<file path="src/rtl/core/bcts_pkg.sv">
// types, codes and reset constants for the battery capacity test sequencer
// no dependencies; used by every module of the block
`default_nettype none

package bcts_pkg;

    localparam int CODE_W     = 10;
    localparam int DIFF_W     = 11;
    localparam int INTERVAL_W = 16;
    localparam int ELAPSED_W  = 24;
    localparam int SUM_W      = 28;
    localparam int COUNT_W    = 16;
    localparam int CFG_IDX_W  = 3;
    localparam int CFG_DATA_W = 16;
    localparam int S_DATA_W   = 32;
    localparam int S_USER_W   = 2;
    localparam int M_DATA_W   = 80;

    localparam logic [CODE_W-1:0]     FULL_VOLTAGE_RESET    = 10'd947;
    localparam logic [CODE_W-1:0]     PRESENT_VOLTAGE_RESET = 10'd879;
    localparam logic [CODE_W-1:0]     REST_VOLTAGE_RESET    = 10'd892;
    localparam logic [CODE_W-1:0]     END_VOLTAGE_RESET     = 10'd676;
    localparam logic [DIFF_W-1:0]     FULL_CURRENT_RESET    = 11'h7EC;
    localparam logic [INTERVAL_W-1:0] INTERVAL_RESET        = 16'd59;

    typedef enum logic [2:0] {
        PH_IDLE      = 3'd0,
        PH_CHARGE    = 3'd1,
        PH_REST      = 3'd2,
        PH_DISCHARGE = 3'd3,
        PH_DONE      = 3'd4
    } phase_t;

    typedef enum logic [1:0] {
        OP_START  = 2'd0,
        OP_TICK   = 2'd1,
        OP_SAMPLE = 2'd2
    } op_t;

    typedef enum logic [CFG_IDX_W-1:0] {
        CFG_FULL_VOLTAGE    = 3'd0,
        CFG_PRESENT_VOLTAGE = 3'd1,
        CFG_REST_VOLTAGE    = 3'd2,
        CFG_END_VOLTAGE     = 3'd3,
        CFG_FULL_CURRENT    = 3'd4,
        CFG_INTERVAL        = 3'd5,
        CFG_RECHARGE        = 3'd6
    } cfg_index_t;

    typedef struct packed {
        logic [CODE_W-1:0]        full_voltage_code;
        logic [CODE_W-1:0]        present_voltage_code;
        logic [CODE_W-1:0]        rest_voltage_code;
        logic [CODE_W-1:0]        end_voltage_code;
        logic signed [DIFF_W-1:0] full_current_limit;
        logic [INTERVAL_W-1:0]    accumulate_interval;
        logic                     recharge_at_end;
    } cfg_t;

    typedef struct packed {
        logic [1:0]        op;
        logic [CODE_W-1:0] voltage_code;
        logic [CODE_W-1:0] current_ref_code;
        logic [CODE_W-1:0] current_sense_code;
    } item_t;

    typedef struct packed {
        phase_t                  phase;
        logic                    charger;
        logic                    load;
        logic                    error;
        logic [ELAPSED_W-1:0]    elapsed;
        logic [ELAPSED_W-1:0]    last_acc;
        logic signed [SUM_W-1:0] sum;
        logic [COUNT_W-1:0]      count;
    } state_t;

endpackage

`default_nettype wire

</file>
<file path="src/rtl/core/bcts_cfg.sv">
// configuration register file of the test sequencer
// depends on bcts_pkg for the register index codes and reset values
`default_nettype none

module bcts_cfg (
    input  wire logic                               clk,
    input  wire logic                               rst_n,
    input  wire logic                               wr_en,
    input  wire logic [bcts_pkg::CFG_IDX_W-1:0]     wr_index,
    input  wire logic [bcts_pkg::CFG_DATA_W-1:0]    wr_data,
    output bcts_pkg::cfg_t                          cfg
);
    import bcts_pkg::*;

    cfg_t cfg_reg;
    cfg_t cfg_next;

    always_comb
    begin
        cfg_next = cfg_reg;
        if (wr_en)
        begin
            unique case (wr_index)
                CFG_FULL_VOLTAGE:    cfg_next.full_voltage_code    = wr_data[CODE_W-1:0];
                CFG_PRESENT_VOLTAGE: cfg_next.present_voltage_code = wr_data[CODE_W-1:0];
                CFG_REST_VOLTAGE:    cfg_next.rest_voltage_code    = wr_data[CODE_W-1:0];
                CFG_END_VOLTAGE:     cfg_next.end_voltage_code     = wr_data[CODE_W-1:0];
                CFG_FULL_CURRENT:    cfg_next.full_current_limit   = $signed(wr_data[DIFF_W-1:0]);
                CFG_INTERVAL:        cfg_next.accumulate_interval  = wr_data[INTERVAL_W-1:0];
                CFG_RECHARGE:        cfg_next.recharge_at_end      = wr_data[0];
                default:             cfg_next = cfg_reg;
            endcase
        end
    end

    always_ff @(posedge clk or negedge rst_n)
    begin
        if (!rst_n)
        begin
            cfg_reg.full_voltage_code    <= FULL_VOLTAGE_RESET;
            cfg_reg.present_voltage_code <= PRESENT_VOLTAGE_RESET;
            cfg_reg.rest_voltage_code    <= REST_VOLTAGE_RESET;
            cfg_reg.end_voltage_code     <= END_VOLTAGE_RESET;
            cfg_reg.full_current_limit   <= $signed(FULL_CURRENT_RESET);
            cfg_reg.accumulate_interval  <= INTERVAL_RESET;
            cfg_reg.recharge_at_end      <= 1'b0;
        end
        else
        begin
            cfg_reg <= cfg_next;
        end
    end

    assign cfg = cfg_reg;

endmodule

`default_nettype wire

</file>
<file path="src/rtl/core/bcts_step.sv">
// next-state logic of the test sequencer: one item against the current state
// depends on bcts_pkg for the phase, op, config and state types
`default_nettype none

module bcts_step (
    input  bcts_pkg::state_t state,
    input  bcts_pkg::cfg_t   cfg,
    input  bcts_pkg::item_t  item,
    output bcts_pkg::state_t state_next
);
    import bcts_pkg::*;

    logic signed [DIFF_W-1:0]  diff;
    logic                      charge_cont;
    logic                      charger_present;
    logic [ELAPSED_W-1:0]      since_acc;
    logic                      acc_due;
    logic signed [SUM_W:0]     sum_wide;
    logic signed [SUM_W-1:0]   sum_sat;
    logic                      rest_end;
    logic                      discharge_end;
    phase_t                    phase_next;

    assign diff = $signed({1'b0, item.current_sense_code})
                - $signed({1'b0, item.current_ref_code});

    assign charge_cont     = (diff < cfg.full_current_limit)
                          || (item.voltage_code < cfg.full_voltage_code);
    assign charger_present = (item.voltage_code > cfg.present_voltage_code) || diff[DIFF_W-1];
    assign rest_end        = item.voltage_code <= cfg.rest_voltage_code;
    assign discharge_end   = item.voltage_code <= cfg.end_voltage_code;

    // time since last accumulation wraps in the counter width
    assign since_acc = state.elapsed - state.last_acc;
    assign acc_due   = since_acc >= {{(ELAPSED_W-INTERVAL_W){1'b0}}, cfg.accumulate_interval};

    assign sum_wide = {state.sum[SUM_W-1], state.sum}
                    + {{(SUM_W+1-DIFF_W){diff[DIFF_W-1]}}, diff};

    always_comb
    begin
        if (sum_wide[SUM_W] != sum_wide[SUM_W-1])
        begin
            sum_sat = sum_wide[SUM_W] ? {1'b1, {(SUM_W-1){1'b0}}} : {1'b0, {(SUM_W-1){1'b1}}};
        end
        else
        begin
            sum_sat = sum_wide[SUM_W-1:0];
        end
    end

    // phase transitions
    always_comb
    begin
        phase_next = state.phase;
        unique case (item.op)
            OP_START:
            begin
                phase_next = PH_CHARGE;
            end
            OP_SAMPLE:
            begin
                unique case (state.phase)
                    PH_CHARGE:    phase_next = charge_cont ? PH_CHARGE : PH_REST;
                    PH_REST:      phase_next = rest_end ? PH_DISCHARGE : PH_REST;
                    PH_DISCHARGE: phase_next = discharge_end ? PH_DONE : PH_DISCHARGE;
                    default:      phase_next = state.phase;
                endcase
            end
            default:
            begin
                phase_next = state.phase;
            end
        endcase
    end

    // drives, counters and accumulator
    always_comb
    begin
        state_next       = state;
        state_next.phase = phase_next;
        unique case (item.op)
            OP_START:
            begin
                state_next.charger  = 1'b1;
                state_next.load     = 1'b0;
                state_next.error    = 1'b0;
                state_next.elapsed  = '0;
                state_next.last_acc = '0;
                state_next.sum      = '0;
                state_next.count    = '0;
            end
            OP_TICK:
            begin
                if (state.phase == PH_DISCHARGE && state.elapsed != '1)
                begin
                    state_next.elapsed = state.elapsed + 1'b1;
                end
            end
            OP_SAMPLE:
            begin
                unique case (state.phase)
                    PH_CHARGE:
                    begin
                        state_next.charger = charge_cont;
                        state_next.error   = charge_cont && !charger_present;
                    end
                    PH_REST:
                    begin
                        if (rest_end)
                        begin
                            state_next.load     = 1'b1;
                            state_next.elapsed  = '0;
                            state_next.last_acc = '0;
                            state_next.count    = '0;
                        end
                    end
                    PH_DISCHARGE:
                    begin
                        if (discharge_end)
                        begin
                            state_next.load = 1'b0;
                        end
                        else if (acc_due)
                        begin
                            state_next.last_acc = state.elapsed;
                            state_next.sum      = sum_sat;
                            if (state.count != '1)
                            begin
                                state_next.count = state.count + 1'b1;
                            end
                        end
                    end
                    PH_DONE:
                    begin
                        state_next.charger = cfg.recharge_at_end && charge_cont;
                    end
                    default:
                    begin
                        state_next = state;
                    end
                endcase
            end
            default:
            begin
                state_next = state;
            end
        endcase
    end

endmodule

`default_nettype wire

</file>
<file path="src/rtl/core/battery_capacity_test_sequencer_core.sv">
// top level of the battery capacity test sequencer
// depends on bcts_pkg, bcts_cfg and bcts_step
//
// Usage:
//   s_* carries items in: s_tuser is the op (start, second tick, ADC sample),
//   s_tdata the voltage, current reference and current sense codes.
//   m_* carries one result per item: the phase, charger and load drives,
//   the charge error flag, elapsed seconds, current sum and sample count,
//   all as they stand after that item.
//   cfg_* writes the threshold registers; cfg_ready is always high and
//   writes are expected only while no item is in flight.
// Pipeline and throughput:
//   an item is registered in item_reg on acceptance and is then evaluated
//   against the state; its result is registered in the state registers,
//   which drive m_*. One item per cycle is sustained while m_tready stays
//   high; the state registers with their update loop set that figure.
// Reset:
//   rst_n clears the phase to idle, all counters, the sum and the drives,
//   and loads the default thresholds.
// Stall:
//   while m_tready is low the result holds; one more item is taken into the
//   input register, after which s_tready drops until the result is taken.
`default_nettype none

module battery_capacity_test_sequencer_core (
    input  wire logic                              clk,
    input  wire logic                              rst_n,
    input  wire logic                              s_tvalid,
    output wire logic                              s_tready,
    // voltage_code[9:0], current_ref_code[19:10], current_sense_code[29:20], zero pad
    input  wire logic [bcts_pkg::S_DATA_W-1:0]     s_tdata,
    // op[1:0]
    input  wire logic [bcts_pkg::S_USER_W-1:0]     s_tuser,
    output wire logic                              m_tvalid,
    input  wire logic                              m_tready,
    // phase[2:0], charger_on[3], load_on[4], charge_error[5], elapsed_seconds[29:6],
    // current_sum[57:30], sample_count[73:58], zero pad
    output wire logic [bcts_pkg::M_DATA_W-1:0]     m_tdata,
    input  wire logic                              cfg_valid,
    output wire logic                              cfg_ready,
    input  wire logic [bcts_pkg::CFG_IDX_W-1:0]    cfg_index,
    input  wire logic [bcts_pkg::CFG_DATA_W-1:0]   cfg_data
);
    import bcts_pkg::*;

    localparam int OUT_USED = 3 + 3 + ELAPSED_W + SUM_W + COUNT_W;

    cfg_t   cfg;
    item_t  item_reg;
    logic   in_valid_reg;
    logic   out_valid_reg;
    state_t state_reg;
    state_t state_next;
    logic   advance;
    logic   in_accept;

    assign cfg_ready = 1'b1;

    bcts_cfg u_cfg (
        .clk      (clk),
        .rst_n    (rst_n),
        .wr_en    (cfg_valid),
        .wr_index (cfg_index),
        .wr_data  (cfg_data),
        .cfg      (cfg)
    );

    bcts_step u_step (
        .state      (state_reg),
        .cfg        (cfg),
        .item       (item_reg),
        .state_next (state_next)
    );

    // the state registers double as the result register
    assign advance   = in_valid_reg && (!out_valid_reg || m_tready);
    assign s_tready  = !in_valid_reg || advance;
    assign in_accept = s_tvalid && s_tready;

    always_ff @(posedge clk)
    begin
        if (in_accept)
        begin
            item_reg.op                 <= s_tuser[1:0];
            item_reg.voltage_code       <= s_tdata[CODE_W-1:0];
            item_reg.current_ref_code   <= s_tdata[2*CODE_W-1:CODE_W];
            item_reg.current_sense_code <= s_tdata[3*CODE_W-1:2*CODE_W];
        end
    end

    always_ff @(posedge clk or negedge rst_n)
    begin
        if (!rst_n)
        begin
            in_valid_reg  <= 1'b0;
            out_valid_reg <= 1'b0;
            state_reg     <= '{phase: PH_IDLE, default: '0};
        end
        else
        begin
            if (in_accept)
            begin
                in_valid_reg <= 1'b1;
            end
            else if (advance)
            begin
                in_valid_reg <= 1'b0;
            end

            if (advance)
            begin
                out_valid_reg <= 1'b1;
                state_reg     <= state_next;
            end
            else if (m_tready)
            begin
                out_valid_reg <= 1'b0;
            end
        end
    end

    assign m_tvalid = out_valid_reg;
    assign m_tdata  = {{(M_DATA_W-OUT_USED){1'b0}},
                       state_reg.count,
                       state_reg.sum,
                       state_reg.elapsed,
                       state_reg.error,
                       state_reg.load,
                       state_reg.charger,
                       state_reg.phase};

    // load drive is on exactly while discharging
    assert property (@(posedge clk) disable iff (!rst_n)
        state_reg.load == (state_reg.phase == PH_DISCHARGE))
        else $error("load drive out of step with phase");

    // charge error can only stand while charging
    assert property (@(posedge clk) disable iff (!rst_n)
        state_reg.error |-> (state_reg.phase == PH_CHARGE))
        else $error("charge error outside charging phase");

    // accumulations happen only in discharge, cleared by start and by entering discharge
    assert property (@(posedge clk) disable iff (!rst_n)
        (state_reg.count != '0) |-> (state_reg.phase == PH_DISCHARGE
                                     || state_reg.phase == PH_DONE))
        else $error("sample count nonzero outside discharge or done");

    // state moves only when an item is evaluated
    assert property (@(posedge clk) disable iff (!rst_n)
        !advance |=> $stable(state_reg))
        else $error("state changed without an item");

    // input side stalls only when both stages are full and the output is blocked
    assert property (@(posedge clk) disable iff (!rst_n)
        !s_tready |-> (in_valid_reg && out_valid_reg && !m_tready))
        else $error("input stalled with room downstream");

endmodule

`default_nettype wire

</file>
<file path="config.mk">
export PLATFORM = sky130hd
export DESIGN_NAME = battery_capacity_test_sequencer_core
export DESIGN_NICKNAME = d
export VERILOG_FILES = /design/src/rtl/core/bcts_pkg.sv /design/src/rtl/core/bcts_cfg.sv /design/src/rtl/core/bcts_step.sv /design/src/rtl/core/battery_capacity_test_sequencer_core.sv
export SDC_FILE = /design/constraint.sdc
export NUM_CORES = 1
export LEC_CHECK = 0
export BUFFER_PORTS_ARGS = -buffer_cell sky130_fd_sc_hd__buf_2
export CAP_MARGIN = 10
export CORE_MARGIN = 1
export CORE_UTILIZATION = 60
export CTS_CLUSTER_DIAMETER = 200
export DETAILED_ROUTE_END_ITERATION = 7
export HOLD_SLACK_MARGIN = 0.12
export PLACE_DENSITY_LB_ADDON = 0.15
export SLEW_MARGIN = 20
export SYNTH_ARGS = -nofsm -noshare
export SYNTH_HDL_FRONTEND = slang
export SYNTH_SLANG_ARGS = --single-unit
</file>
<file path="constraint.sdc">
create_clock -name clk -period 8.2 [get_ports clk]
set_input_delay 0 -clock clk [delete_from_list [all_inputs] [get_ports clk]]
set_output_delay 0 -clock clk [all_outputs]
set_load 0.005 [all_outputs]
</file>
=== Word-level counts from Yosys, hierarchy flattened ===
Cells that the tools add are included.

* Add/subtract/negate cells: 5
* Order comparisons: 6
* Eq/ne operators: 30
* Mux-type cells: 31
* Reductions and logical operators: 36

{| class="wikitable"
|+ Operators by type and width
! kind !! count
|-
| 68-bit 2-to-1 mux || 2
|-
| 68-bit one-hot mux with 2 select lines || 1
|-
| 28-bit 2-to-1 mux || 3
|-
| 24-bit one-hot mux with 3 select lines || 1
|-
| 24-bit 2-to-1 mux || 2
|-
| 48-bit 2-to-1 mux || 1
|-
| 24-bit one-hot mux with 2 select lines || 1
|-
| 16-bit 2-to-1 mux || 2
|-
| 16-bit one-hot mux with 2 select lines || 1
|-
| 28-bit by 11-bit adder with 29-bit output || 1
|-
| 24-bit by 1-bit adder with 24-bit output (second input constant) || 1
|-
| 24-bit by 16-bit greater-or-equal comparator with 1-bit output || 1
|-
| 24-bit != test (second input constant) || 1
|-
| 24-bit subtractor || 1
|-
| 10-bit less-or-equal comparator || 2
|-
| 3-bit one-hot mux with 2 select lines || 3
|-
| 16-bit by 1-bit adder with 16-bit output (second input constant) || 1
|-
| 16-bit != test (second input constant) || 1
|-
| 5-bit AND reduction || 3
|-
| 2-bit AND reduction || 7
|-
| 3-bit by 2-bit equality test with 1-bit output (second input constant) || 4
|-
| 3-bit equality test (second input constant) || 4
|-
| 3-bit by 2-bit != test with 1-bit output (second input constant) || 4
|-
| 11-bit less-than comparator || 1
|-
| 27 further kinds || 59
|}

* Register bits after elaboration: 200
* Bits of input ports: 58
* Output and inout bits: 83
* Word-level logic and storage cells: 129

=== Depth between registers and ports, before layout ===
* Depth after elaboration: 8
* Gate-level depth with buffers: 30
* Gate-level depth less buffers: 27

=== Hierarchy ===
From an unflattened synthesis, not the netlist that was laid out.

* Cells, all modules: 1,542
* Area, all modules: 15,304.7 um^2

{| class="wikitable"
|+ Modules (own cells, without submodules)
! module !! times used !! cells an instance !! area each (um^2) !! sequential area each (um^2)
|-
| bcts_step || 1 || 1,064 || 7,143.1 || 0.0
|-
| battery_capacity_test_sequencer_core || 1 || 329 || 5,377.7 || 3,463.3
|-
| bcts_cfg || 1 || 149 || 2,783.9 || 1,750.4
|}

=== Worst setup path before layout ===
OpenSTA, ideal clock, no wires.

* Kind: reg-to-reg
* From: register item_reg[0] (netlist bit)
* To: register state_reg, in the netlist m_tdata[48]
* Library setup time: 0.078 ns
* Data arrival time: 5.804 ns
* Data required time: 8.122 ns
* Path slack: 2.318 ns
* Cell stages (with the launch flop): 31
* Buffers on the path: 3
* Clock period less this slack: 5.882 ns
* Cell sequence: edfxtp_1 -> inv_1 -> ha_1 -> inv_1 -> fa_1 -> nand2_1 -> nand2_1 -> a21oi_1 -> o21ai_0 -> a21oi_1 -> o21bai_1 -> a21oi_1 -> o21a_1 -> ha_1 -> a21o_1 -> a221oi_1 -> o21ai_0 -> a21oi_1 -> o21ai_0 -> a221oi_1 -> o21ai_0 -> a21oi_1 -> o21bai_1 -> xor2_1 -> ha_1 -> clkbuf_1 -> a211o_1 -> a21o_1 -> buf_2 -> buf_4 -> o2bb2ai_1

* Cells in the longest elaborated chain, start to end: 8
* Elaborated cells on any way between the ends: 9
* Classes of those cells: add/sub: 2; eq/ne: 1; mux: 6

{| class="wikitable"
|+ RTL lines
! element !! line !! text
|-
| start, declared || battery_capacity_test_sequencer_core.sv:49 || <nowiki>item_t item_reg;</nowiki>
|-
| 10-bit by 10-bit subtractor with 11-bit output (*) || bcts_step.sv:25 || <nowiki>- $signed({1'b0, item.current_ref_code});</nowiki>
|-
| 28-bit by 11-bit adder with 29-bit output (*) || bcts_step.sv:38 || <nowiki>+ {{(SUM_W+1-DIFF_W){diff[DIFF_W-1]}}, diff};</nowiki>
|-
| 28-bit 2-to-1 mux / 1-bit != test (equally long branches) || bcts_step.sv:44, bcts_step.sv:42 ||
|-
| 28-bit 2-to-1 mux (*) || bcts_step.sv:42 || <nowiki>if (sum_wide[SUM_W] != sum_wide[SUM_W-1])</nowiki>
|-
| 68-bit 2-to-1 mux (*) || bcts_step.sv:124 || <nowiki>else if (acc_due)</nowiki>
|-
| 68-bit 2-to-1 mux (*) || bcts_step.sv:120 || <nowiki>if (discharge_end)</nowiki>
|-
| 28-bit 2-to-1 mux (*) || bcts_step.sv:102 || <nowiki>unique case (state.phase)</nowiki>
|-
| 68-bit one-hot mux with 2 select lines (*) || bcts_step.sv:82 || <nowiki>unique case (item.op)</nowiki>
|-
| end signal, assigned || battery_capacity_test_sequencer_core.sv:113 || <nowiki>state_reg <= state_next;</nowiki>
|-
| end, declared || battery_capacity_test_sequencer_core.sv:52 || <nowiki>state_t state_reg;</nowiki>
|}

Every way passes the cells marked *; elsewhere a longest branch is shown, timed or not. The select of a mux whose other input is x is not followed.
A chain may end at the register's enable or synchronous reset.

=== Worst setup path after layout ===
* From: register item_reg[0] (netlist bit)
* To: register state_reg, in the netlist m_tdata[39]

The elaborated chain is that of the path after synthesis.

==> impl_metrics.csv <==
group,metric,value,unit
status,status,"complete, no violations",
drt,antenna_left,0,
grt,grt_usage,0.2971,
logic_synthesis,synthFlopType,"dfrtp_1",
setup_path,cp_max_fo,27,
setup_path,start_kind,"flop",
finish,largest_register_ffs,74,
finish,fillers,1742,
die,start_util,0.6180,
finish,area_growth,10.92,%
drt,postRouteWirelength,33.25,mm
flow_run,drv_cap,0,
timing,max_freq,0.1463,GHz
die,dieHeight,152.9,µm
setup_path,critPathRequiredTime,8.48,ns
drt,drt-initial-drc-count,722,
power_and_ir_drop,netSwitchingFraction,0.3621,
cts,htreeDepth,4,
finish,multiInputGateArea,7102,µm²
drt,vias,11017,
logic_synthesis,syn_inst,1477,
cts,cts_tree,"done",
drt,drt_drc_violations_left,0,
cts,clockBufferDepth,2,
logic_synthesis,synth_most_common_cell,"o21ai_0",
logic_synthesis,synth_area_leaders,"dfrtp_1 24%, ha_1 12%, dfstp_2 7.5%, edfxtp_1 7.0%, o21ai_0 5.5%",
timing,fin_crit,6.837,ns
timing,tns,0,ns
grt,met2_usage,0.5249,
grt,grt_util_met1,0.3662,
timing,tightest_slew,0.9706,ns
cts,cts-buffers-inserted,17,
grt,grt_most_used_layer,"met2",
logic_synthesis,synth_cell_type_count,71,
cts,path_clk_slew,0.09,ns
drt,vias_per_cell,5.891,
place,hpwl,22.65,mm
cts,clock_latency,0.45,ns
finish,ff_latch_area,5214,µm²
logic_synthesis,synth_area_per_cell,9.245,µm²
logic_synthesis,netlist_top_cells_count,"151 x o21ai_0, 130 x ha_1, 129 x dfrtp_1, 127 x inv_1, 122 x nand2_1",
logic_synthesis,synthArstFlopShare,0.8400,
logic_synthesis,yosysTopAreaCell,"dfrtp_1",
timing,rsz0062_at_grt,"no",
worst_hold_path,worst_hold_path_type,"input pin to asynchronous set/reset pin",
place,gp_congestion,0.8976,
grt,grt_max_degree,98,
drt,wire_per_inst,17.78,µm
logic_synthesis,yosysWarningCount,0,
finish,stdcell_count,1870,
timing,final_max_slew_viol_count,0,
timing,finalCritPeriodShare,0.8338,
die,fp-row-count,54,
place,io_buffer_count,131,
logic_synthesis,ys_seq_elements,200,
grt,first_global_vias,11223,
die,core,22090,µm²
die,die_area,23360,µm²
cts,cts_resized,0,
power_and_ir_drop,pwr-share-seq,0.405,
timing,finalSetupViolCount,0,
logic_synthesis,synth_edf_count,32,
setup_path,cp.arrival,7.12,ns
timing,finalClockSkew,0.01819,ns
setup_path,path_class,"flop to flop",
power_and_ir_drop,p_int,1.919,mW
logic_synthesis,seq_area_frac_synth,0.3818,
timing,slew_headroom,0.3529,
power_and_ir_drop,pwr-share-comb,0.305,
logic_synthesis,synth_top_area_frac,0.2364,
grt,grt_overflow_total,0,
finish,drive_gt1_frac,0.1755,
setup_path,crit_path_end_kind,"flop",
setup_path,r2r_slack,1.36,ns
timing,hold_violations,0,
power_and_ir_drop,pwr-share-clk,0.290,
die,die_w,152.9,µm
grt,grtUsageMet3,0.04395,
power_and_ir_drop,p_leak,7.358,nW
finish,antennaDiodeCount,0,
finish,nets,1768,
grt,grt_pass1_wl,55.62,mm
die,io_pins,141,
power_and_ir_drop,power,3.008,mW
grt,grt_antenna_before_repair,1,
power_and_ir_drop,p_sw,1.089,mW
place,dp.cells,1775,
logic_synthesis,syn_area,13650,µm²
timing,timing.hold.ws,0.2160,ns
finish,utilization,0.6855,
power_and_ir_drop,ir_drop,0.1399,mV
drt,dr.pass1.iters,5,
cts,clock-sinks,200,
power_and_ir_drop,powerDensity,198.6,nW/µm²
cts,cts_root_buffer,"clkbuf_16",
[what timing repair did]
item,CTS,global route
hold buffers,63,0
hold endpoints to repair,169,0
setup buffers,0,0
[cells in the final DEF (no fill, tap or decap), drive strengths merged, types with 4 or more instances in the layout]
cell         count
o211ai          10
clkinv           6
a21o            48
nand4           20
a211o            4
nor2            91
nor3            10
o21ai          175
dfstp           39
xnor2           36
nor3b            4
xor2            12
nand2          122
a2111oi          5
conb             7
dlygate4sd3     63
buf            144
edfxtp          32
dfrtp          129
a21oi           70
mux2            31
a211oi           6
and4             4
nand2b          21
nand3           21
ha             130
o2bb2ai         28
nor2b           15
a31oi           12
o21a            19
and3            32
a21boi           4
inv            135
clkbuf          17
o21bai           7
o31ai           27
and2             7
or2              6
[cells by family (layout without fill, tap and decap cells)]
| family | count (synthesis) | count (layout) | synth area share |
|---|---|---|---|
| AO/OA/AOI/OAI | 438 | 438 | 0.2072 |
| XOR/XNOR | 48 | 48 | 0.03079 |
| adder cells (fa/ha/maj) | 133 | 133 | 0.1235 |
| buffers and inverters | 258 | 366 | 0.09979 |
| flip-flops | 200 | 200 | 0.3818 |
| multiplexers | 33 | 33 | 0.02703 |
| other | 2 | 7 | 0.0005500 |
| AND/OR/NAND/NOR | 365 | 365 | 0.1293 |
[critical path, cell delays in order, from the launching register on]
cell	delay, ns
edfxtp_1	0.36
inv_1	0.06
ha_1	0.17
inv_1	0.06
fa_1	0.39
nand2_1	0.08
nand2_1	0.05
a21oi_1	0.21
o21ai_0	0.11
a21oi_1	0.22
o21bai_1	0.09
a21oi_1	0.23
o21a_1	0.80
ha_1	0.44
a21o_1	0.20
a221oi_1	0.27
o21ai_0	0.13
a21oi_1	0.15
o21ai_0	0.20
a221oi_1	0.40
o21ai_0	0.22
a21oi_1	0.18
o21bai_1	0.11
xor2_1	0.16
ha_1	0.32
a211o_1	0.12
a21o_1	0.73
o2bb2ai_1	0.19
[routing by layer]
metal / share of wire / vias up / routed length, µm
li1: - / 5341 / -
met1: 0.43 / 5322 / 14380
met2: 0.50 / 281 / 16510
met3: 0.042 / 71 / 1411
met4: 0.028 / 2 / 939
met5: 0.00027 / - / 9
[path summary, 6_finish.rpt]
path                              startpoint      endpoint  depth (start not counted)
worst max-delay path             item_reg[0]   m_tdata[39]                         27
worst min-delay path                   rst_n   m_tdata[15]                          2
worst max register to register   item_reg[0]   m_tdata[39]                         27
worst min register to register  in_valid_reg      m_tvalid                          1
max in group asynchronous              rst_n   m_tdata[39]                          3
min in group clk                  s_tdata[5]  item_reg[25]                          2
[final cells by class]
| type | instances | share of cell area |
|---|---|---|
| Inverter | 127 | 0.03147 |
| Clock inverter | 15 | 0.01239 |
| Clock buffer | 17 | 0.02809 |
| Sequential cell | 200 | 0.3442 |
| Tap cell | 280 | 0.02313 |
| Multi-Input combinational cell | 1024 | 0.4689 |
| Timing Repair Buffer | 207 | 0.09178 |
[per-stage QoR]
| step | setup slack [ns] | cell area, µm² |
|---|---|---|
| 3_3_place_gp | 1.530 | 13900 |
| 2_1_floorplan | 2.318 | 13670 |
| 6_report | 1.363 | 15150 |
| 4_1_cts | 1.415 | 15150 |
| 5_1_grt | 0.8469 | 15150 |
| 3_5_place_dp | 1.462 | 13900 |
[power by group through the flow]
stage          clock network, mW  logic, mW  registers [mW]
2_1_floorplan                  0      0.696            1.20
3_3_place_gp                   0      0.855            1.23
3_5_place_dp                   0      0.881            1.23
4_1_cts                    0.881      0.914            1.22
5_1_grt                    0.925       1.04            1.23
6_report                   0.873      0.918            1.22
Note: power is estimated with default switching activity, not from simulation.
